$ cat src/hw/rtl/abat_pkg.sv
`default_nettype none

package abat_pkg;

   localparam int CHANNELS_DEF = 13;
   localparam int CHAN_W       = 4;
   localparam int SAMPLE_BITS  = 10;
   localparam int LEARN_LOG2   = 5;
   localparam int SUM_W        = SAMPLE_BITS + LEARN_LOG2;
   localparam int MARGIN_W     = 8;
   localparam int HIST_W       = 8;
   localparam int RISE_W       = 8;
   localparam int HOLD_W       = 16;
   localparam int PTS_W        = 4;
   localparam int CSR_IDX_W    = 3;
   localparam int CSR_DATA_W   = 16;

   localparam logic [SAMPLE_BITS-1:0] SMAX = {SAMPLE_BITS{1'b1}};

   typedef enum logic [2:0] {
      MODE_LEARN  = 3'd0,
      MODE_CHECK  = 3'd1,
      MODE_RESYNC = 3'd2,
      MODE_TICK   = 3'd3,
      MODE_MARGIN = 3'd4
   } mode_type;

   typedef enum logic [CSR_IDX_W-1:0] {
      CSR_STATIC_LOW   = 3'd0,
      CSR_STATIC_HIGH  = 3'd1,
      CSR_ALARM_POINTS = 3'd2,
      CSR_RISE_POINTS  = 3'd3,
      CSR_HOLD_TICKS   = 3'd4
   } csr_index_type;

   typedef struct packed {
      logic [SAMPLE_BITS-1:0] static_low;
      logic [SAMPLE_BITS-1:0] static_high;
      logic [PTS_W-1:0]       alarm_points;
      logic [RISE_W-1:0]      rise_points;
      logic [HOLD_W-1:0]      hold_ticks;
   } cfg_type;

   typedef struct packed {
      logic [SAMPLE_BITS-1:0] base;
      logic [SAMPLE_BITS-1:0] limit;
      logic [SUM_W-1:0]       sum;
      logic [LEARN_LOG2-1:0]  lcount;
      logic                   pair;
      logic [HIST_W-1:0]      hist;
      logic [RISE_W-1:0]      rise;
      logic [HOLD_W-1:0]      hold;
      logic [1:0]             flags;
      logic [MARGIN_W-1:0]    margin;
   } entry_type;

   localparam logic [HIST_W-1:0] MASK_TABLE [5] = '{8'h0F, 8'h1F, 8'h3F, 8'h7F, 8'hFF};

   function automatic logic [HIST_W-1:0] point_mask(input logic [PTS_W-1:0] pts);
      logic [HIST_W-1:0] m;
      begin
         if (pts <= PTS_W'(4)) begin
            m = MASK_TABLE[0];
         end else if (pts >= PTS_W'(8)) begin
            m = MASK_TABLE[4];
         end else begin
            m = MASK_TABLE[3'(pts - PTS_W'(4))];
         end
         return m;
      end
   endfunction

   function automatic logic [SAMPLE_BITS-1:0] limit_of(input logic [SAMPLE_BITS-1:0] b,
                                                      input logic [MARGIN_W-1:0] m);
      logic [SAMPLE_BITS-1:0] r;
      begin
         if ((SMAX - b) > SAMPLE_BITS'(m)) begin
            r = b + SAMPLE_BITS'(m);
         end else begin
            r = SMAX;
         end
         return r;
      end
   endfunction

endpackage

`default_nettype wire

$ cat src/hw/rtl/abat_if.sv
`default_nettype none

interface abat_req_if;
   import abat_pkg::*;
   logic                   valid;
   logic                   ready;
   logic [2:0]             mode;
   logic [CHAN_W-1:0]      channel;
   logic [SAMPLE_BITS-1:0] value;
   modport source (output valid, output mode, output channel, output value, input ready);
   modport sink (input valid, input mode, input channel, input value, output ready);
endinterface

interface abat_rsp_if;
   import abat_pkg::*;
   logic                   valid;
   logic                   ready;
   logic                   ext_alarm;
   logic                   static_alarm;
   logic [SAMPLE_BITS-1:0] baseline;
   logic [SAMPLE_BITS-1:0] upper_limit;
   logic                   over_now;
   logic                   learn_done;
   modport source (output valid, output ext_alarm, output static_alarm, output baseline,
                   output upper_limit, output over_now, output learn_done, input ready);
   modport sink (input valid, input ext_alarm, input static_alarm, input baseline,
                 input upper_limit, input over_now, input learn_done, output ready);
endinterface

interface abat_csr_if;
   import abat_pkg::*;
   logic                  valid;
   logic                  ready;
   logic [CSR_IDX_W-1:0]  index;
   logic [CSR_DATA_W-1:0] data;
   modport source (output valid, output index, output data, input ready);
   modport sink (input valid, input index, input data, output ready);
endinterface

`default_nettype wire

$ cat src/hw/rtl/abat_update.sv
`default_nettype none

module abat_update (
   input  abat_pkg::entry_type              cur,
   input  logic [2:0]                       mode,
   input  logic [abat_pkg::SAMPLE_BITS-1:0] value,
   input  abat_pkg::cfg_type                cfg,
   input  logic                             is_last,
   output abat_pkg::entry_type              nxt,
   output logic                             over_now,
   output logic                             learn_done
);
   import abat_pkg::*;

   logic [SUM_W-1:0]  sum_v;
   logic [SUM_W-1:0]  avg_v;
   logic [SUM_W-1:0]  base_w;
   logic [SUM_W-1:0]  diff_v;
   logic [RISE_W-1:0] rise_v;
   logic [HIST_W-1:0] hist_v;
   logic [HIST_W-1:0] mask_v;
   logic              static_bad;

   assign mask_v = point_mask(cfg.alarm_points);

   always_comb begin
      nxt        = cur;
      over_now   = 1'b0;
      learn_done = 1'b0;
      sum_v      = '0;
      avg_v      = '0;
      base_w     = SUM_W'(cur.base);
      diff_v     = '0;
      rise_v     = cur.rise;
      hist_v     = cur.hist;
      case (mode)
         MODE_LEARN: begin
            sum_v = (cur.lcount == '0) ? '0 : cur.sum;
            sum_v = sum_v + SUM_W'(value);
            if (&cur.lcount) begin
               nxt.base   = sum_v[SUM_W-1 -: SAMPLE_BITS];
               nxt.limit  = limit_of(nxt.base, cur.margin);
               nxt.sum    = '0;
               nxt.pair   = 1'b0;
               nxt.lcount = '0;
               learn_done = 1'b1;
               nxt.flags[1] = static_bad;
            end else begin
               nxt.lcount = cur.lcount + LEARN_LOG2'(1);
               nxt.sum    = sum_v;
            end
         end
         MODE_CHECK: begin
            hist_v = {cur.hist[HIST_W-2:0], 1'b0};
            if (value <= cur.limit) begin
               sum_v   = cur.sum + SUM_W'(value);
               nxt.sum = sum_v;
               if (cur.pair) begin
                  avg_v = sum_v >> 1;
                  if (base_w > avg_v + SUM_W'(1)) begin
                     diff_v    = base_w - avg_v;
                     nxt.base  = cur.base - SAMPLE_BITS'(diff_v >> 1);
                     nxt.limit = limit_of(nxt.base, cur.margin);
                     nxt.rise  = '0;
                  end else if (avg_v > base_w + SUM_W'(1)) begin
                     rise_v   = (cur.rise != {RISE_W{1'b1}}) ? cur.rise + RISE_W'(1) : cur.rise;
                     nxt.rise = rise_v;
                     if (rise_v >= cfg.rise_points) begin
                        if (cur.base != SMAX) begin
                           nxt.base = cur.base + SAMPLE_BITS'(1);
                           if (cur.limit != SMAX) begin
                              nxt.limit = cur.limit + SAMPLE_BITS'(1);
                           end
                        end
                        nxt.rise = '0;
                     end
                  end
                  nxt.sum  = '0;
                  nxt.pair = 1'b0;
               end else begin
                  nxt.pair = 1'b1;
               end
            end else begin
               hist_v[0] = 1'b1;
               over_now  = 1'b1;
            end
            nxt.hist = hist_v;
            if ((hist_v & mask_v) == mask_v) begin
               nxt.flags[0] = 1'b1;
               nxt.hold     = cfg.hold_ticks;
               nxt.base     = value;
               nxt.limit    = limit_of(value, cur.margin);
               nxt.sum      = '0;
               nxt.pair     = 1'b0;
               nxt.rise     = '0;
            end else if ((hist_v & mask_v) == '0 && cur.hold == '0) begin
               nxt.flags[0] = 1'b0;
            end
            nxt.flags[1] = static_bad;
         end
         MODE_RESYNC: begin
            nxt.base     = value;
            nxt.limit    = limit_of(value, cur.margin);
            nxt.flags[1] = static_bad;
         end
         MODE_TICK: begin
            if (cur.hold != '0) begin
               nxt.hold = cur.hold - HOLD_W'(1);
            end
         end
         MODE_MARGIN: begin
            nxt.margin = value[MARGIN_W-1:0];
         end
         default: begin
         end
      endcase
   end

   // The static check looks at the baseline the step has just produced.
   logic [SAMPLE_BITS-1:0] check_base;

   always_comb begin
      case (mode)
         MODE_LEARN:  check_base = sum_v[SUM_W-1 -: SAMPLE_BITS];
         MODE_RESYNC: check_base = value;
         MODE_CHECK: begin
            if ((hist_v & mask_v) == mask_v) begin
               check_base = value;
            end else if (value <= cur.limit && cur.pair && base_w > avg_v + SUM_W'(1)) begin
               check_base = cur.base - SAMPLE_BITS'(diff_v >> 1);
            end else if (value <= cur.limit && cur.pair && avg_v > base_w + SUM_W'(1)
                         && rise_v >= cfg.rise_points && cur.base != SMAX) begin
               check_base = cur.base + SAMPLE_BITS'(1);
            end else begin
               check_base = cur.base;
            end
         end
         default: check_base = cur.base;
      endcase
   end

   assign static_bad = !is_last &&
                       (check_base < cfg.static_low || check_base > cfg.static_high);

endmodule

`default_nettype wire

$ cat src/hw/rtl/adaptive_baseline_alarm_tracker.sv
`default_nettype none

// Tracks the baseline and alarm state of a bank of tension-sensor channels. Each request word
// names a channel and a mode (learn, check, resync, tick, load margin) and yields exactly one
// response word with that channel's flags, baseline and upper limit after the step. All channel
// state sits in one synchronous memory entry per channel; a request reads its entry while idle,
// then updates it, writes it back and loads the response register in the run state, waiting
// while the response is held. No new request is taken meanwhile. Requests for a channel beyond
// the bank change nothing and return an all-zero word. Configuration registers must be written
// on the csr port only while no request is in flight (not enforced); they apply to the next request.
module adaptive_baseline_alarm_tracker #(
   parameter int CHANNELS = abat_pkg::CHANNELS_DEF
) (
   input  logic       clock,
   input  logic       reset,
   abat_req_if.sink   req_chan,
   abat_rsp_if.source rsp_chan,
   abat_csr_if.sink   csr_chan
);
   import abat_pkg::*;

   localparam int AW = (CHANNELS > 1) ? $clog2(CHANNELS) : 1;

   typedef enum logic {S_IDLE, S_RUN} state_type;

   state_type               state_ff;
   logic [2:0]              mode_ff;
   logic [AW-1:0]           chan_ff;
   logic                    chan_ok_ff;
   logic [SAMPLE_BITS-1:0]  value_ff;
   cfg_type                 cfg_ff;

   entry_type               mem_ff [CHANNELS];
   logic [CHANNELS-1:0]     vld_ff;
   entry_type               rd_ff;
   logic                    rd_vld_ff;

   logic                    rsp_valid_ff;
   logic                    ext_alarm_ff;
   logic                    static_alarm_ff;
   logic [SAMPLE_BITS-1:0]  baseline_ff;
   logic [SAMPLE_BITS-1:0]  upper_limit_ff;
   logic                    over_now_ff;
   logic                    learn_done_ff;

   logic                    req_ok;
   logic                    req_fire;
   logic [AW-1:0]           rd_addr;
   logic                    out_free;
   logic                    wr_en;
   entry_type               cur;
   entry_type               nxt;
   logic                    over_now;
   logic                    learn_done;
   logic                    is_last;

   assign req_chan.ready = (state_ff == S_IDLE);
   assign req_fire       = req_chan.valid && req_chan.ready;
   assign req_ok         = (int'(req_chan.channel) < CHANNELS);
   assign rd_addr        = (state_ff == S_IDLE) ? (req_ok ? AW'(req_chan.channel) : '0) : chan_ff;
   assign out_free       = !rsp_valid_ff || rsp_chan.ready;
   assign wr_en          = (state_ff == S_RUN) && out_free && chan_ok_ff;
   assign cur            = rd_vld_ff ? rd_ff : '0;
   assign is_last        = (int'(chan_ff) == CHANNELS - 1);

   abat_update u_update (
      .cur        (cur),
      .mode       (mode_ff),
      .value      (value_ff),
      .cfg        (cfg_ff),
      .is_last    (is_last),
      .nxt        (nxt),
      .over_now   (over_now),
      .learn_done (learn_done)
   );

   always_ff @(posedge clock) begin
      rd_ff     <= mem_ff[rd_addr];
      rd_vld_ff <= vld_ff[rd_addr];
      if (wr_en) begin
         mem_ff[chan_ff] <= nxt;
      end
   end

   always_ff @(posedge clock) begin
      if (reset) begin
         vld_ff <= '0;
      end else if (wr_en) begin
         vld_ff[chan_ff] <= 1'b1;
      end
   end

   assign csr_chan.ready = 1'b1;

   always_ff @(posedge clock) begin
      if (reset) begin
         cfg_ff.static_low   <= '0;
         cfg_ff.static_high  <= SMAX;
         cfg_ff.alarm_points <= PTS_W'(6);
         cfg_ff.rise_points  <= RISE_W'(8);
         cfg_ff.hold_ticks   <= HOLD_W'(100);
      end else if (csr_chan.valid && csr_chan.ready) begin
         case (csr_chan.index)
            CSR_STATIC_LOW:   cfg_ff.static_low   <= csr_chan.data[SAMPLE_BITS-1:0];
            CSR_STATIC_HIGH:  cfg_ff.static_high  <= csr_chan.data[SAMPLE_BITS-1:0];
            CSR_ALARM_POINTS: cfg_ff.alarm_points <= csr_chan.data[PTS_W-1:0];
            CSR_RISE_POINTS:  cfg_ff.rise_points  <= csr_chan.data[RISE_W-1:0];
            CSR_HOLD_TICKS:   cfg_ff.hold_ticks   <= csr_chan.data[HOLD_W-1:0];
            default: begin
            end
         endcase
      end
   end

   always_ff @(posedge clock) begin
      if (reset) begin
         state_ff     <= S_IDLE;
         rsp_valid_ff <= 1'b0;
      end else begin
         if (rsp_chan.ready && state_ff != S_RUN) begin
            rsp_valid_ff <= 1'b0;
         end
         case (state_ff)
            S_IDLE: begin
               if (req_fire) begin
                  mode_ff    <= req_chan.mode;
                  chan_ff    <= rd_addr;
                  chan_ok_ff <= req_ok;
                  value_ff   <= req_chan.value;
                  state_ff   <= S_RUN;
               end
            end
            S_RUN: begin
               if (out_free) begin
                  rsp_valid_ff    <= 1'b1;
                  ext_alarm_ff    <= chan_ok_ff && nxt.flags[0];
                  static_alarm_ff <= chan_ok_ff && nxt.flags[1];
                  baseline_ff     <= chan_ok_ff ? nxt.base : '0;
                  upper_limit_ff  <= chan_ok_ff ? nxt.limit : '0;
                  over_now_ff     <= chan_ok_ff && over_now;
                  learn_done_ff   <= chan_ok_ff && learn_done;
                  state_ff        <= S_IDLE;
               end
            end
            default: begin
               state_ff <= S_IDLE;
            end
         endcase
      end
   end

   assign rsp_chan.valid        = rsp_valid_ff;
   assign rsp_chan.ext_alarm    = ext_alarm_ff;
   assign rsp_chan.static_alarm = static_alarm_ff;
   assign rsp_chan.baseline     = baseline_ff;
   assign rsp_chan.upper_limit  = upper_limit_ff;
   assign rsp_chan.over_now     = over_now_ff;
   assign rsp_chan.learn_done   = learn_done_ff;

   a_accept_runs: assert property (@(posedge clock) disable iff (reset)
      req_fire |=> state_ff == S_RUN)
      else $error("accepted request did not start an update");

   a_write_in_run: assert property (@(posedge clock) disable iff (reset)
      wr_en |-> (state_ff == S_RUN && chan_ok_ff))
      else $error("memory written outside an update of a valid channel");

   a_write_loads_rsp: assert property (@(posedge clock) disable iff (reset)
      wr_en |=> (rsp_valid_ff && state_ff == S_IDLE))
      else $error("entry written back without a response");

   a_reset_clears_valid: assert property (@(posedge clock)
      reset |=> vld_ff == '0)
      else $error("entry valid bits not cleared by reset");

endmodule

`default_nettype wire
$ cat src/flat_wrapper.sv
// flat-port wrapper written by rule: the top's interface ports become plain ports
module adaptive_baseline_alarm_tracker_flat import abat_pkg::*;
#(
   parameter int CHANNELS = abat_pkg::CHANNELS_DEF
)
  (clock, reset, req_chan_valid, req_chan_mode, req_chan_channel, req_chan_value, req_chan_ready, rsp_chan_valid, rsp_chan_ext_alarm, rsp_chan_static_alarm, rsp_chan_baseline, rsp_chan_upper_limit, rsp_chan_over_now, rsp_chan_learn_done, rsp_chan_ready, csr_chan_valid, csr_chan_index, csr_chan_data, csr_chan_ready);
  abat_req_if req_chan_i ();
  abat_rsp_if rsp_chan_i ();
  abat_csr_if csr_chan_i ();
  input  logic clock;
  input  logic reset;
  input wire logic [$bits(req_chan_i.valid)-1:0] req_chan_valid;
  input wire logic [$bits(req_chan_i.mode)-1:0] req_chan_mode;
  input wire logic [$bits(req_chan_i.channel)-1:0] req_chan_channel;
  input wire logic [$bits(req_chan_i.value)-1:0] req_chan_value;
  output wire logic [$bits(req_chan_i.ready)-1:0] req_chan_ready;
  output wire logic [$bits(rsp_chan_i.valid)-1:0] rsp_chan_valid;
  output wire logic [$bits(rsp_chan_i.ext_alarm)-1:0] rsp_chan_ext_alarm;
  output wire logic [$bits(rsp_chan_i.static_alarm)-1:0] rsp_chan_static_alarm;
  output wire logic [$bits(rsp_chan_i.baseline)-1:0] rsp_chan_baseline;
  output wire logic [$bits(rsp_chan_i.upper_limit)-1:0] rsp_chan_upper_limit;
  output wire logic [$bits(rsp_chan_i.over_now)-1:0] rsp_chan_over_now;
  output wire logic [$bits(rsp_chan_i.learn_done)-1:0] rsp_chan_learn_done;
  input wire logic [$bits(rsp_chan_i.ready)-1:0] rsp_chan_ready;
  input wire logic [$bits(csr_chan_i.valid)-1:0] csr_chan_valid;
  input wire logic [$bits(csr_chan_i.index)-1:0] csr_chan_index;
  input wire logic [$bits(csr_chan_i.data)-1:0] csr_chan_data;
  output wire logic [$bits(csr_chan_i.ready)-1:0] csr_chan_ready;
  assign req_chan_i.valid = req_chan_valid;
  assign req_chan_i.mode = req_chan_mode;
  assign req_chan_i.channel = req_chan_channel;
  assign req_chan_i.value = req_chan_value;
  assign req_chan_ready = req_chan_i.ready;
  assign rsp_chan_valid = rsp_chan_i.valid;
  assign rsp_chan_ext_alarm = rsp_chan_i.ext_alarm;
  assign rsp_chan_static_alarm = rsp_chan_i.static_alarm;
  assign rsp_chan_baseline = rsp_chan_i.baseline;
  assign rsp_chan_upper_limit = rsp_chan_i.upper_limit;
  assign rsp_chan_over_now = rsp_chan_i.over_now;
  assign rsp_chan_learn_done = rsp_chan_i.learn_done;
  assign rsp_chan_i.ready = rsp_chan_ready;
  assign csr_chan_i.valid = csr_chan_valid;
  assign csr_chan_i.index = csr_chan_index;
  assign csr_chan_i.data = csr_chan_data;
  assign csr_chan_ready = csr_chan_i.ready;
  adaptive_baseline_alarm_tracker #(.CHANNELS(CHANNELS)) u_core (.clock(clock), .reset(reset), .req_chan(req_chan_i), .rsp_chan(rsp_chan_i), .csr_chan(csr_chan_i));
endmodule
$ cat config.mk
export PLATFORM = sky130hd
export DESIGN_NAME = adaptive_baseline_alarm_tracker_flat
export DESIGN_NICKNAME = d
export VERILOG_FILES = /design/src/hw/rtl/abat_pkg.sv /design/src/hw/rtl/abat_if.sv /design/src/hw/rtl/abat_update.sv /design/src/hw/rtl/adaptive_baseline_alarm_tracker.sv /design/src/flat_wrapper.sv
export SDC_FILE = /design/constraint.sdc
export NUM_CORES = 2
export LEC_CHECK = 0
export ABC_AREA = 0
export BUFFER_PORTS_ARGS = -buffer_cell sky130_fd_sc_hd__buf_2
export CAP_MARGIN = 15
export CORE_MARGIN = 5
export CORE_UTILIZATION = 35
export CTS_CLUSTER_DIAMETER = 60
export DETAILED_ROUTE_END_ITERATION = 12
export GPL_TIMING_DRIVEN = 0
export SLEW_MARGIN = 20
export SYNTH_ARGS = -nofsm -noshare
export SYNTH_HDL_FRONTEND = slang
export SYNTH_SLANG_ARGS = --single-unit
$ cat constraint.sdc
create_clock -name clock -period 34.9 [get_ports clock]
set_clock_uncertainty 0.15 [all_clocks]
set_input_delay 1.745 -clock clock [delete_from_list [all_inputs] [get_ports clock]]
set_output_delay 1.745 -clock clock [all_outputs]
set_load 0.01 [all_outputs]
==> flow_metrics.tcl <==
set metrics [dict create \
    setup_viol 0 \
    final.setup.worst_slack_ns 16.65 \
    path_max_fanout 11 \
    timing.setup.tns_ns 0 \
    holdCritPathClass "reg2reg" \
    tightest_slew_ns 1.17 \
    drive_above_1_share_pct 16.5 \
    switchingPower_w 0.00108 \
    synth_area_leaders "edfxtp_1 (58%), mux4_2 (9.8%), dfxtp_1 (5.1%)" \
    syn-num-nets 4406 \
    nNetsFinal 4726 \
    drtIter0Drc 4166 \
    vias 38143 \
    placementRows 149 \
    rr_worst_depth 56 \
    area_delta_synth_final_pct 16.0 \
    p_seq_share_pct 45.6 \
    synth_compound_area_share_pct 8.42 \
    initial_utilization_pct 35.1 \
    cts_buffer_depth 3 \
    max_cap_violations 0 \
    arrival_ns 18.53 \
    grt.total_usage_pct 20.9 \
    post-route-util_pct 40.7 \
    cts_num_sinks 1268 \
    synthMuxAreaShare_pct 10.4 \
    wirelength_um 185000 \
    ctsHoldBuffers 0 \
    p_sw_share_pct 28.3 \
    port_buffers 65 \
    ys_seq_elements 1268 \
    fmax_mhz 54.8 \
    dp_hpwl_um 136000 \
    end_kind "register" \
    slowest_stage "xnor2_1" \
    intPower_w 0.00272 \
    critical_path_depth 56 \
    rsz0062_at_grt "no" \
    drt-vias-per-instance 5.61 \
    min_path_cells 2 \
    route.detailed.drc 0 \
    synth_area_sq_um 57800 \
    io_pins 68 \
    synthFlopType "edfxtp_1" \
    wl_per_cell_um 27.3 \
    slew_viol_final 0 \
    cp-start-kind "register" \
    synth_edf_count 1121 \
    cts_resized 0 \
    grt_max_degree 23 \
    leakage_nw 23.3 \
    clk_pin_slew_worst_paths_ns 0.06 \
    cp_top_family "buffers and inverters" \
    place_ws_ns 17.25 \
    clock-root-buffer "clkbuf_16" \
    die-area_sq_um 173000 \
    fin_crit_sh_pct 52.3 \
    cts_buffers 137 \
    grt_pass1_vias 37354 \
    cts.htree.levels 4 \
    status "finished clean" \
    synth_cell_types 103 \
    grt-ovfl-total 0 \
    mostFrequentLayoutCell "edfxtp_1" \
    antenna_found_initial 10 \
    final_cell_mix "edfxtp_1 (1,121), nand2_1 (647), mux4_2 (252), a21oi_1 (190), ha_1 (186)" \
    grt_pass1_wl_um 267000 \
    crit_required_ns 35.17 \
    finalHoldViolCount 0 \
    criticalPathCategory "reg2reg" \
    synthXorXnorAreaFrac_pct 1.59 \
    die_w_um 416 \
    post-cts-setup-buffers 0 \
    synth_top_family_by_area "multiplexers" \
    synth_top_cell_area_share_pct 58.2 \
    seq_area_frac_synth_pct 63.3 \
    cp_num_buf_inv 12 \
    synth_top_area_cell "edfxtp_1" \
    cts_tree "built" \
    synthAdderAreaFrac_pct 4.28 \
    max_stage_delay_ns 0.88 \
    clock_latency_ns 0.78 \
    core-area_sq_um 165000 \
    synth-simple-area-share_pct 9.62 \
    syn_area_per_cell_sq_um 13.9 \
    power.density_nw_per_um2 56.6 \
    peakVddDrop_uv 47.7 \
    fillCellCount 15020 \
    relSlewSlack_pct 21.7 \
    synthCells 4172 \
    first_pass_iters 5 \
    dieHeight_um 416 \
    post-route-min-period_ns 18.26 \
    synth_async_sr_flop_share_pct 0 \
    finalWeightedCongestion 1.01 \
    postRouteAntennaNets 0 \
    combPwrFrac_pct 17.5 \
    yosysWarnings 0 \
    p_clk_share_pct 36.9 \
]
[per-layer routing]
layer | vias to the layer above | part of all wire (%) | routed length [um] | global-route usage [%]
met4 | 2 | 4.5 | 8400 | 8.27
met3 | 365 | 7.3 | 13600 | 3.67
met2 | 1662 | 47 | 86400 | 33.5
met5 | - | 0.0086 | 16 | 0
li1 | 16693 | - | - | -
met1 | 19421 | 42 | 77000 | 28.4
[cell usage after synthesis (108+ instances only)]
cell type and instances:
nor2_1 186, edfxtp_1 1121, a21oi_1 192, inv_1 142
and3_1 108, clkbuf_1 145, ha_1 186, a31oi_1 109
dfxtp_1 147, nand2_1 647, o21ai_0 135, mux4_2 252
[power groups by stage]
stage          Sequential, W  Clock, W  Combinational (W)
6_report             0.00173   0.00140           0.000665
5_1_grt              0.00173   0.00149           0.000712
4_1_cts              0.00173   0.00142           0.000655
3_5_place_dp         0.00176         0           0.000651
3_3_place_gp         0.00176         0           0.000641
2_1_floorplan        0.00175         0           0.000412
[tightest hold or removal path, delay by kind of cell (launching register included)]
family	cells	cell delay, ns
flops	1	0.31
simple gates	1	0.05
compound gates	1	0.05
[state kept, by name, summed over array words and instances, names as in the netlist, 3 cells and up]
| signal | flops |
|---|---|
| u_core.cfg_ff | 48 |
| u_core.chan_ff | 4 |
| u_core.mem_ff | 1079 |
| u_core.mode_ff | 3 |
| u_core.rd_ff | 83 |
| u_core.rsp_chan.baseline | 10 |
| u_core.rsp_chan.upper_limit | 10 |
| u_core.value_ff | 10 |
| u_core.vld_ff | 13 |
[stage by stage]
stage	hold WS [ns]	power [W]	cell area, sq um	cells
finish	0.305	0.00380	67100	6796
global route	0.327	0.00394	67100	6795
CTS	0.307	0.00381	67000	6790
detailed placement	0.300	0.00241	62600	6539
global placement	0.294	0.00240	60900	6426
floorplan	0.283	0.00216	57800	4172
[cell families after synthesis]
kind of cell,count (synthesis)
AO/OA/AOI/OAI,742
AND/OR/NAND/NOR,1227
XOR/XNOR,104
flip-flops,1268
adder cells (fa/ha/maj),194
multiplexers,281
other,1
buffers and inverters,355
[worst paths after layout]
check	start	endpoint	slack [ns]
hold / removal	u_core.cfg_ff[14]$_SDFFE_PP0P_	u_core.cfg_ff[14]$_SDFFE_PP0P_	0.31
setup reg to reg	u_core.rd_vld_ff$_DFF_P_	u_core.rsp_chan.static_alarm$_DFFE_PP_	16.65
hold reg to reg	u_core.cfg_ff[14]$_SDFFE_PP0P_	u_core.cfg_ff[14]$_SDFFE_PP0P_	0.31
setup / recovery	u_core.rd_vld_ff$_DFF_P_	u_core.rsp_chan.static_alarm$_DFFE_PP_	16.65
[final cells by class]
| cell class | instances | area (sq um) | area share [%] |
|---|---|---|---|
| buffer | 208 | 877 | 1.31 |
| antenna | 3 | 7.51 | 0.0112 |
| multi-input combinational | 2549 | 20000 | 29.9 |
| sequential | 1268 | 36600 | 54.6 |
| inverter | 147 | 552 | 0.823 |
| clock inverter | 65 | 619 | 0.923 |
| clock buffer | 186 | 3750 | 5.59 |
| tap | 2189 | 2740 | 4.08 |
| timing repair buffer | 181 | 1890 | 2.82 |
(Power assumes the default switching activity.)
